`src/rtl/core/swhs_pkg.sv`:
```
// ----------------------------------------------------------------------------
// swhs_pkg
// shared types, register indexes and constants of the single-wire sensor reader
// ----------------------------------------------------------------------------
package swhs_pkg;

    // stream word widths
    localparam int IN_W  = 8;
    localparam int OUT_W = 40;

    // configuration register indexes
    localparam int CFG_IDX_W = 3;
    localparam logic [CFG_IDX_W-1:0] CFG_WAKE_LOW         = 3'd0;
    localparam logic [CFG_IDX_W-1:0] CFG_RELEASE          = 3'd1;
    localparam logic [CFG_IDX_W-1:0] CFG_RESP_TIMEOUT     = 3'd2;
    localparam logic [CFG_IDX_W-1:0] CFG_BIT_LOW_TIMEOUT  = 3'd3;
    localparam logic [CFG_IDX_W-1:0] CFG_BIT_HIGH_TIMEOUT = 3'd4;
    localparam logic [CFG_IDX_W-1:0] CFG_ONE_THRESHOLD    = 3'd5;

    // register reset values
    localparam logic [15:0] WAKE_LOW_RST         = 16'd3000;
    localparam logic [7:0]  RELEASE_RST          = 8'd25;
    localparam logic [7:0]  RESP_TIMEOUT_RST     = 8'd85;
    localparam logic [7:0]  BIT_LOW_TIMEOUT_RST  = 8'd56;
    localparam logic [7:0]  BIT_HIGH_TIMEOUT_RST = 8'd75;
    localparam logic [7:0]  ONE_THRESHOLD_RST    = 8'd40;

    // frame length in bits
    localparam int FRAME_BITS = 40;

    // line drive codes
    localparam logic [1:0] LINE_RELEASE = 2'd0;
    localparam logic [1:0] LINE_LOW     = 2'd1;
    localparam logic [1:0] LINE_HIGH    = 2'd2;

    // read status codes
    localparam logic [1:0] ST_OK      = 2'd0;
    localparam logic [1:0] ST_TIMEOUT = 2'd1;
    localparam logic [1:0] ST_CSUM    = 2'd2;

    // configuration register set
    typedef struct packed {
        logic [15:0] wake_low_us;
        logic [7:0]  release_us;
        logic [7:0]  response_timeout_us;
        logic [7:0]  bit_low_timeout_us;
        logic [7:0]  bit_high_timeout_us;
        logic [7:0]  one_threshold_us;
    } swhs_cfg_t;

    // decoded frame
    typedef struct packed {
        logic [15:0] humidity;
        logic [15:0] temperature;
        logic        csum_ok;
    } swhs_frame_t;

    // one result word
    typedef struct packed {
        logic [1:0]        line_mode;
        logic              busy;
        logic              done;
        logic [1:0]        status;
        logic [15:0]       humidity_tenths;
        logic signed [15:0] temperature_tenths;
    } swhs_result_t;

endpackage

```
`src/rtl/core/single_wire_humidity_sensor_reader_top.sv`:
```
// ----------------------------------------------------------------------------
// single_wire_humidity_sensor_reader_top
// single-wire humidity and temperature sensor reader, one word per tick
//
//   channel  dir  handshake               payload
//   s_*      in   s_tvalid / s_tready     start request, sampled line level
//   m_*      out  m_tvalid / m_tready     line drive, busy, done, status, values
//   cfg_*    in   cfg_valid / cfg_ready   register index, write data
//
// one input word is taken every cycle while the output is not stalled; its result word passes
// through an input register and then a result register, which the step logic sets.
// a stalled output holds the result register and the input register; the input
// side keeps accepting until both are full. cfg_ready is always high.
// reset restores register defaults and returns the sequencer to idle at once.
// ----------------------------------------------------------------------------
module single_wire_humidity_sensor_reader_top (
    input  logic                           clk,
    input  logic                           rst_n,
    // [0] start_read, [1] line_level, [7:2] zero
    input  logic [swhs_pkg::IN_W-1:0]      s_tdata,
    input  logic                           s_tvalid,
    output logic                           s_tready,
    // [1:0] line_mode, [2] busy_res, [3] done_res, [5:4] status,
    // [21:6] humidity_tenths, [37:22] temperature_tenths, [39:38] zero
    output logic [swhs_pkg::OUT_W-1:0]     m_tdata,
    output logic                           m_tvalid,
    input  logic                           m_tready,
    input  logic                           cfg_valid,
    output logic                           cfg_ready,
    input  logic [swhs_pkg::CFG_IDX_W-1:0] cfg_index,
    input  logic [15:0]                    cfg_data
);
    import swhs_pkg::*;

    swhs_cfg_t    cfg;
    swhs_result_t result;

    logic in_valid_reg;
    logic start_reg;
    logic level_reg;
    logic out_valid_reg;
    logic advance;
    logic step_en;

    // pipeline flow
    assign advance  = !out_valid_reg || m_tready;
    assign step_en  = in_valid_reg && advance;
    assign s_tready = !in_valid_reg || advance;

    // input register
    always_ff @(posedge clk or negedge rst_n)
    begin
        if (!rst_n)
        begin
            in_valid_reg <= 1'b0;
        end
        else if (s_tready)
        begin
            in_valid_reg <= s_tvalid;
        end
    end

    always_ff @(posedge clk)
    begin
        if (s_tready && s_tvalid)
        begin
            start_reg <= s_tdata[0];
            level_reg <= s_tdata[1];
        end
    end

    // result word valid flag
    always_ff @(posedge clk or negedge rst_n)
    begin
        if (!rst_n)
        begin
            out_valid_reg <= 1'b0;
        end
        else if (advance)
        begin
            out_valid_reg <= in_valid_reg;
        end
    end

    swhs_cfg u_cfg (
        .clk       (clk),
        .rst_n     (rst_n),
        .cfg_valid (cfg_valid),
        .cfg_ready (cfg_ready),
        .cfg_index (cfg_index),
        .cfg_data  (cfg_data),
        .cfg       (cfg)
    );

    swhs_fsm u_fsm (
        .clk        (clk),
        .rst_n      (rst_n),
        .step_en    (step_en),
        .start_read (start_reg),
        .line_level (level_reg),
        .cfg        (cfg),
        .result     (result)
    );

    // output word packing
    assign m_tvalid = out_valid_reg;
    assign m_tdata  = {2'b00, result.temperature_tenths, result.humidity_tenths,
                       result.status, result.done, result.busy, result.line_mode};

`ifndef ASSERT_OFF
    // a finished read is no longer busy
    a_done_not_busy: assert property (@(posedge clk) disable iff (!rst_n)
        (m_tvalid && m_tdata[3]) |-> !m_tdata[2])
        else $error("done word still flags busy");

    // status is only reported with done
    a_status_with_done: assert property (@(posedge clk) disable iff (!rst_n)
        (m_tvalid && (m_tdata[5:4] != ST_OK)) |-> m_tdata[3])
        else $error("status set without done");

    // the line is only driven during a read
    a_drive_when_busy: assert property (@(posedge clk) disable iff (!rst_n)
        (m_tvalid && (m_tdata[1:0] != LINE_RELEASE)) |-> m_tdata[2])
        else $error("line driven while idle");

    // a stalled result is not overwritten by the step logic
    a_no_step_on_stall: assert property (@(posedge clk) disable iff (!rst_n)
        (m_tvalid && !m_tready) |-> !step_en)
        else $error("step taken while result stalled");
`endif

endmodule

```
`src/rtl/core/swhs_cfg.sv`:
```
// ----------------------------------------------------------------------------
// swhs_cfg
// configuration register file with write channel
// ----------------------------------------------------------------------------
module swhs_cfg (
    input  logic                           clk,
    input  logic                           rst_n,
    input  logic                           cfg_valid,
    output logic                           cfg_ready,
    input  logic [swhs_pkg::CFG_IDX_W-1:0] cfg_index,
    input  logic [15:0]                    cfg_data,
    output swhs_pkg::swhs_cfg_t            cfg
);
    import swhs_pkg::*;

    swhs_cfg_t cfg_reg;

    // writes are always taken
    assign cfg_ready = 1'b1;
    assign cfg       = cfg_reg;

    // register writes, indexes past the list are dropped
    always_ff @(posedge clk or negedge rst_n)
    begin
        if (!rst_n)
        begin
            cfg_reg.wake_low_us         <= WAKE_LOW_RST;
            cfg_reg.release_us          <= RELEASE_RST;
            cfg_reg.response_timeout_us <= RESP_TIMEOUT_RST;
            cfg_reg.bit_low_timeout_us  <= BIT_LOW_TIMEOUT_RST;
            cfg_reg.bit_high_timeout_us <= BIT_HIGH_TIMEOUT_RST;
            cfg_reg.one_threshold_us    <= ONE_THRESHOLD_RST;
        end
        else if (cfg_valid)
        begin
            unique case (cfg_index)
                CFG_WAKE_LOW:         cfg_reg.wake_low_us         <= cfg_data;
                CFG_RELEASE:          cfg_reg.release_us          <= cfg_data[7:0];
                CFG_RESP_TIMEOUT:     cfg_reg.response_timeout_us <= cfg_data[7:0];
                CFG_BIT_LOW_TIMEOUT:  cfg_reg.bit_low_timeout_us  <= cfg_data[7:0];
                CFG_BIT_HIGH_TIMEOUT: cfg_reg.bit_high_timeout_us <= cfg_data[7:0];
                CFG_ONE_THRESHOLD:    cfg_reg.one_threshold_us    <= cfg_data[7:0];
                default:              cfg_reg                     <= cfg_reg;
            endcase
        end
    end

endmodule

```
`src/rtl/core/swhs_decode.sv`:
```
// ----------------------------------------------------------------------------
// swhs_decode
// splits a 40-bit frame into humidity, signed temperature and checksum check
// ----------------------------------------------------------------------------
module swhs_decode (
    input  logic [39:0]           frame_word,
    output swhs_pkg::swhs_frame_t frame
);
    import swhs_pkg::*;

    logic [7:0]  b0, b1, b2, b3, b4;
    logic [15:0] mag;
    logic [7:0]  sum;

    assign b0 = frame_word[39:32];
    assign b1 = frame_word[31:24];
    assign b2 = frame_word[23:16];
    assign b3 = frame_word[15:8];
    assign b4 = frame_word[7:0];

    // sign-magnitude temperature to two's complement
    assign mag = {1'b0, b2[6:0], b3};
    assign frame.temperature = b2[7] ? (16'd0 - mag) : mag;
    assign frame.humidity    = {b0, b1};

    // additive checksum, modulo 256
    assign sum = b0 + b1 + b2 + b3;
    assign frame.csum_ok = (sum == b4);

endmodule

```
`src/rtl/core/swhs_fsm.sv`:
```
// ----------------------------------------------------------------------------
// swhs_fsm
// read sequencer: one tick step per enable, state and result register
// ----------------------------------------------------------------------------
module swhs_fsm (
    input  logic                   clk,
    input  logic                   rst_n,
    input  logic                   step_en,
    input  logic                   start_read,
    input  logic                   line_level,
    input  swhs_pkg::swhs_cfg_t    cfg,
    output swhs_pkg::swhs_result_t result
);
    import swhs_pkg::*;

    typedef enum logic [3:0] {
        PH_IDLE      = 4'd0,
        PH_WAKE      = 4'd1,
        PH_RELEASE   = 4'd2,
        PH_RESP_LOW  = 4'd3,
        PH_RESP_HIGH = 4'd4,
        PH_BIT_LOW   = 4'd5,
        PH_BIT_HIGH  = 4'd6
    } phase_t;

    phase_t       phase_reg, phase_next;
    logic [15:0]  tick_count_reg, tick_count_next;
    logic [5:0]   bit_index_reg, bit_index_next;
    logic [39:0]  shift_data_reg, shift_data_next;
    logic [15:0]  humidity_reg, humidity_next;
    logic [15:0]  temperature_reg, temperature_next;
    swhs_result_t result_reg, result_next;

    logic         one_bit;
    logic [39:0]  frame_word;
    swhs_frame_t  frame;

    // bit decision and the frame as it stands after this bit
    assign one_bit    = tick_count_reg > {8'd0, cfg.one_threshold_us};
    assign frame_word = {shift_data_reg[38:0], one_bit};

    swhs_decode u_decode (
        .frame_word (frame_word),
        .frame      (frame)
    );

    // one tick of the read sequence
    always_comb
    begin
        phase_t      ph;
        logic [15:0] cnt;
        logic [7:0]  limit;
        logic        expect_level;
        logic [1:0]  mode;
        logic        done;
        logic [1:0]  status;
        logic [5:0]  idx_inc;

        ph               = phase_reg;
        cnt              = tick_count_reg;
        mode             = LINE_RELEASE;
        done             = 1'b0;
        status           = ST_OK;
        limit            = cfg.response_timeout_us;
        expect_level     = 1'b0;
        idx_inc          = bit_index_reg + 6'd1;
        bit_index_next   = bit_index_reg;
        shift_data_next  = shift_data_reg;
        humidity_next    = humidity_reg;
        temperature_next = temperature_reg;

        // start and zero-length drive phases fall through in the same tick
        if (ph == PH_IDLE && start_read)
        begin
            ph  = PH_WAKE;
            cnt = 16'd0;
        end
        if (ph == PH_WAKE && cnt >= cfg.wake_low_us)
        begin
            ph  = PH_RELEASE;
            cnt = 16'd0;
        end
        if (ph == PH_RELEASE && cnt >= {8'd0, cfg.release_us})
        begin
            ph  = PH_RESP_LOW;
            cnt = 16'd0;
        end

        // expected level and timeout of a measured phase
        unique case (ph)
            PH_RESP_HIGH:
            begin
                expect_level = 1'b1;
                limit        = cfg.response_timeout_us;
            end
            PH_BIT_LOW:
            begin
                expect_level = 1'b0;
                limit        = cfg.bit_low_timeout_us;
            end
            PH_BIT_HIGH:
            begin
                expect_level = 1'b1;
                limit        = cfg.bit_high_timeout_us;
            end
            default:
            begin
                expect_level = 1'b0;
                limit        = cfg.response_timeout_us;
            end
        endcase

        unique case (ph)
            PH_IDLE:
            begin
                mode = LINE_RELEASE;
            end
            PH_WAKE:
            begin
                mode = LINE_LOW;
                cnt  = cnt + 16'd1;
            end
            PH_RELEASE:
            begin
                mode = LINE_HIGH;
                cnt  = cnt + 16'd1;
            end
            PH_RESP_LOW, PH_RESP_HIGH, PH_BIT_LOW, PH_BIT_HIGH:
            begin
                if (line_level == expect_level)
                begin
                    // phase still running: count or time out
                    if (cnt > {8'd0, limit})
                    begin
                        ph     = PH_IDLE;
                        done   = 1'b1;
                        status = ST_TIMEOUT;
                    end
                    else
                    begin
                        cnt = cnt + 16'd1;
                    end
                end
                else if (ph == PH_BIT_HIGH)
                begin
                    // end of a data bit
                    shift_data_next = frame_word;
                    bit_index_next  = idx_inc;
                    if (idx_inc >= 6'(FRAME_BITS))
                    begin
                        ph               = PH_IDLE;
                        done             = 1'b1;
                        status           = frame.csum_ok ? ST_OK : ST_CSUM;
                        humidity_next    = frame.humidity;
                        temperature_next = frame.temperature;
                    end
                    else
                    begin
                        ph  = PH_BIT_LOW;
                        cnt = 16'd1;
                    end
                end
                else
                begin
                    // edge moves to the next phase, counting as its first tick
                    unique case (ph)
                        PH_RESP_LOW:
                        begin
                            ph = PH_RESP_HIGH;
                        end
                        PH_RESP_HIGH:
                        begin
                            ph              = PH_BIT_LOW;
                            bit_index_next  = 6'd0;
                            shift_data_next = 40'd0;
                        end
                        default:
                        begin
                            ph = PH_BIT_HIGH;
                        end
                    endcase
                    cnt = 16'd1;
                end
            end
            default:
            begin
                // undefined code behaves as idle
                ph   = PH_IDLE;
                mode = LINE_RELEASE;
            end
        endcase

        phase_next                     = ph;
        tick_count_next                = cnt;
        result_next.line_mode          = mode;
        result_next.busy               = (ph != PH_IDLE);
        result_next.done               = done;
        result_next.status             = status;
        result_next.humidity_tenths    = humidity_next;
        result_next.temperature_tenths = temperature_next;
    end

    // sequencer state and result register
    always_ff @(posedge clk or negedge rst_n)
    begin
        if (!rst_n)
        begin
            phase_reg       <= PH_IDLE;
            tick_count_reg  <= 16'd0;
            bit_index_reg   <= 6'd0;
            shift_data_reg  <= 40'd0;
            humidity_reg    <= 16'd0;
            temperature_reg <= 16'd0;
            result_reg      <= '0;
        end
        else if (step_en)
        begin
            phase_reg       <= phase_next;
            tick_count_reg  <= tick_count_next;
            bit_index_reg   <= bit_index_next;
            shift_data_reg  <= shift_data_next;
            humidity_reg    <= humidity_next;
            temperature_reg <= temperature_next;
            result_reg      <= result_next;
        end
    end

    assign result = result_reg;

endmodule

```
`config.mk`:
```
export PLATFORM = sky130hd
export DESIGN_NAME = single_wire_humidity_sensor_reader_top
export DESIGN_NICKNAME = d
export VERILOG_FILES = /design/src/rtl/core/swhs_pkg.sv /design/src/rtl/core/single_wire_humidity_sensor_reader_top.sv /design/src/rtl/core/swhs_cfg.sv /design/src/rtl/core/swhs_decode.sv /design/src/rtl/core/swhs_fsm.sv
export SDC_FILE = /design/constraint.sdc
export NUM_CORES = 1
export LEC_CHECK = 0
export BUFFER_PORTS_ARGS = -buffer_cell sky130_fd_sc_hd__buf_2
export CAP_MARGIN = 20
export CORE_UTILIZATION = 45
export DETAILED_ROUTE_END_ITERATION = 16
export GPL_TIMING_DRIVEN = 0
export SYNTH_ARGS = -nofsm -noshare
export SYNTH_HDL_FRONTEND = slang
export SYNTH_HIERARCHICAL = 1
export SYNTH_SLANG_ARGS = --single-unit
```
`constraint.sdc`:
```
create_clock -name clk -period 7.67 [get_ports clk]
set_input_delay 1.534 -clock clk [delete_from_list [all_inputs] [get_ports clk]]
set_output_delay 1.534 -clock clk [all_outputs]
set_load 0.01 [all_outputs]
```
==> results.json <==
{
  "syn_area_per_cell_um2": 9.97,
  "synth.distinct_cells": 79,
  "drc": 0,
  "internal_power_mw": 1.98,
  "routedWlPerCell_um": 17.6,
  "tightest_slew_ps": 896,
  "die-area_um2": 22100,
  "p_total_mw": 3.25,
  "hold-worst-slack_ps": 486,
  "syn_area_um2": 9690,
  "rsz0062_at_grt": "no",
  "hold_class": "reg2reg",
  "fin_tns_setup_ps": 0,
  "cts_made_buffers": 17,
  "cts_tree": "done",
  "first_iter_violations": 558,
  "coreArea_um2": 21100,
  "antenna_left": 0,
  "async_flop_share_pct": 98.8,
  "yosys_most_used_dff": "dfrtp_1",
  "clk_latency_ps": 440,
  "status": "complete, no violations",
  "worst_ep_required_time_ps": 7970,
  "fmaxAchievable_mhz": 138,
  "antenna_found_initial": 0,
  "slowest_delay_ps": 480,
  "cap_violations": 0,
  "crit_path_max_fanout": 10,
  "sequentialPowerShare_pct": 33.3,
  "placed_area_um2": 10400,
  "die_w_um": 149,
  "critPathKind": "reg2reg",
  "final_max_slew_viol_count": 0,
  "cp-start-kind": "flop",
  "hold_violations": 0,
  "io-pin-count": 75,
  "grt_max_degree": 122,
  "fin_ws_ps": 439,
  "yosysWarnings": 6,
  "max_slew_margin_pct": 40.0,
  "netlist_instances": 972,
  "rows": 53,
  "critPathCaptureType": "flop",
  "first_global_vias": 7171,
  "leakagePower_nw": 5.17,
  "p_switching_mw": 1.26,
  "largest_reg_flops": 56,
  "min_period_ps": 7230,
  "grt_pass1_wl_um": 38600,
  "sw_frac_of_total_pct": 38.9,
  "dp_hpwl_um": 17200,
  "ctsLongestPathBuffers": 2,
  "first_pass_iters": 5,
  "path_clk_slew_ps": 70,
  "fp.dieH_um": 149,
  "setup-violations-final": 0,
  "fin_skew_ps": 13.7,
  "layout-drive-gt1-share_pct": 25.7,
  "grt-ovfl-total": 0,
  "cp_data_arrival_time_ps": 7530,
  "filler_cell_count": 1957,
  "routed_wl_um": 23800,
  "cp_slowest_cell": "dfrtp_2",
  "placed_cells": 1314,
  "cts.sinks": 163,
  "vias_per_cell": 5.54,
  "diodes": 0,
  "p_comb_share_pct": 39.6,
  "io_buffers": 64,
  "p_clk_share_pct": 27.1,
  "cpMostUsedCell": "nor2_1",
  "yosysSeqAreaShare_pct": 42.5,
  "start_util_pct": 46.0,
  "cts_root_buffer": "clkbuf_16",
  "area_growth_pct": 15.0,
  "grt_usage_pct": 22.6,
  "design_area_um2": 11200,
  "period_share_pct": 94.3,
  "synth_edf_count": 2,
  "power_density_nw_per_um2": 291,
  "fin_util_pct": 52.9,
  "peakVddDrop_mv": 0.175,
  "ys_seq_elements": 163,
  "fin_nets": 1162,
  "final-instance-count-excl-fill": 1354,
  "vias": 7507,
  "dp_slack_ps": -778,
  "htreeDepth": 4,
  "gp_congestion": 0.915
}
[synthesized netlist by cell type, drive strengths merged (29+ instances only)]
cell type,n,area share [%]
nor2,48,1.9
nand3,30,1.5
xnor2,29,2.6
dfrtp,138,36
buf,31,2.2
inv,66,2.6
nand2,129,5.0
ha,50,6.5
clkbuf,31,1.2
o21ai,74,3.8
mux2,89,10
[critical path: cells and delay by family (launching register included)]
kind	cells	cell delay, ps
compound gates	12	2680
fa+ha+maj	3	890
buf+inv	5	1210
flops	1	480
simple gates	10	1820
[cell families (layout without fill, tap and decap cells)]
group	after synthesis	after routing	synth area share, %
and+or+nand+nor	302	302	15.5
AOI/OAI and AO/OA	184	184	12.6
DFF	163	163	42.5
buffers and inverters	128	234	5.99
muxes	91	91	10.5
adders and majority gates	64	64	9.34
xor gates and xnor gates	38	38	3.43
other	2	3	0.0775
[layer usage]
metal / track usage [%] / wire, µm
met1: 33.8 / 11800
met4: 7.35 / 384
met3: 3.82 / 1290
met5: 0 / 0
met2: 33.0 / 10300
[cells in the final DEF (no fill, tap or decap), types with 6 or more instances in the layout]
cell type,count
dfrtp_1,137
nand2_1,126
mux2_2,87
buf_2,70
o21ai_0,68
inv_1,66
ha_1,50
nor2_1,47
buf_4,31
nand3_1,30
xnor2_1,29
clkbuf_1,28
dfstp_2,23
a21oi_1,23
clkbuf_16,17
nand4_1,14
fa_1,14
nand2b_1,11
nor3_1,11
and2_1,10
a22o_1,9
xor2_1,9
nor2b_1,8
a31oi_1,8
a211oi_1,7
o211ai_1,6
o21ai_1,6
or3_1,6
o31ai_1,6
[power groups by stage]
stage / Clock [mW] / Combinational (mW) / Sequential, mW
3_3_place_gp: 0 / 1.14 / 1.09
2_1_floorplan: 0 / 0.839 / 1.07
3_5_place_dp: 0 / 1.16 / 1.09
5_1_grt: 0.930 / 1.42 / 1.10
4_1_cts: 0.895 / 1.22 / 1.07
6_report: 0.880 / 1.29 / 1.08
[final timing paths]
path                                    start                      end  slack (ps)  depth (start not counted)
max in group asynchronous               rst_n  u_fsm/tick_count_reg[2]        5760                          2
min                          u_fsm/result[36]         u_fsm/result[36]         490                          2
min in group asynchronous               rst_n         u_fsm/result[24]         970                          1
min reg2reg                  u_fsm/result[36]         u_fsm/result[36]         490                          2
max reg2reg                u_fsm/phase_reg[2]         u_fsm/result[35]         440                         30
max                        u_fsm/phase_reg[2]         u_fsm/result[35]         440                         30
[area by class of cell]
cell class              count  area [µm²]  area share (%)
multi-input cells         682        5080            45.5
flip-flops and latches    163        4120            36.9
plain buffers              61         334            3.00
well taps                 275         344            3.09
clock buffers              19         433            3.88
repair buffers             75         433            3.88
inverters                  66         248            2.22
clock inverters            13         165            1.48
[timing repair]
action                                  CTS  global route
endpoints found under the setup margin   16            18
buffers inserted                          5             4
hold buffers                              0             0
resized for setup                         6            17
pin swaps                                 2             3
(Power assumes the default switching activity.)
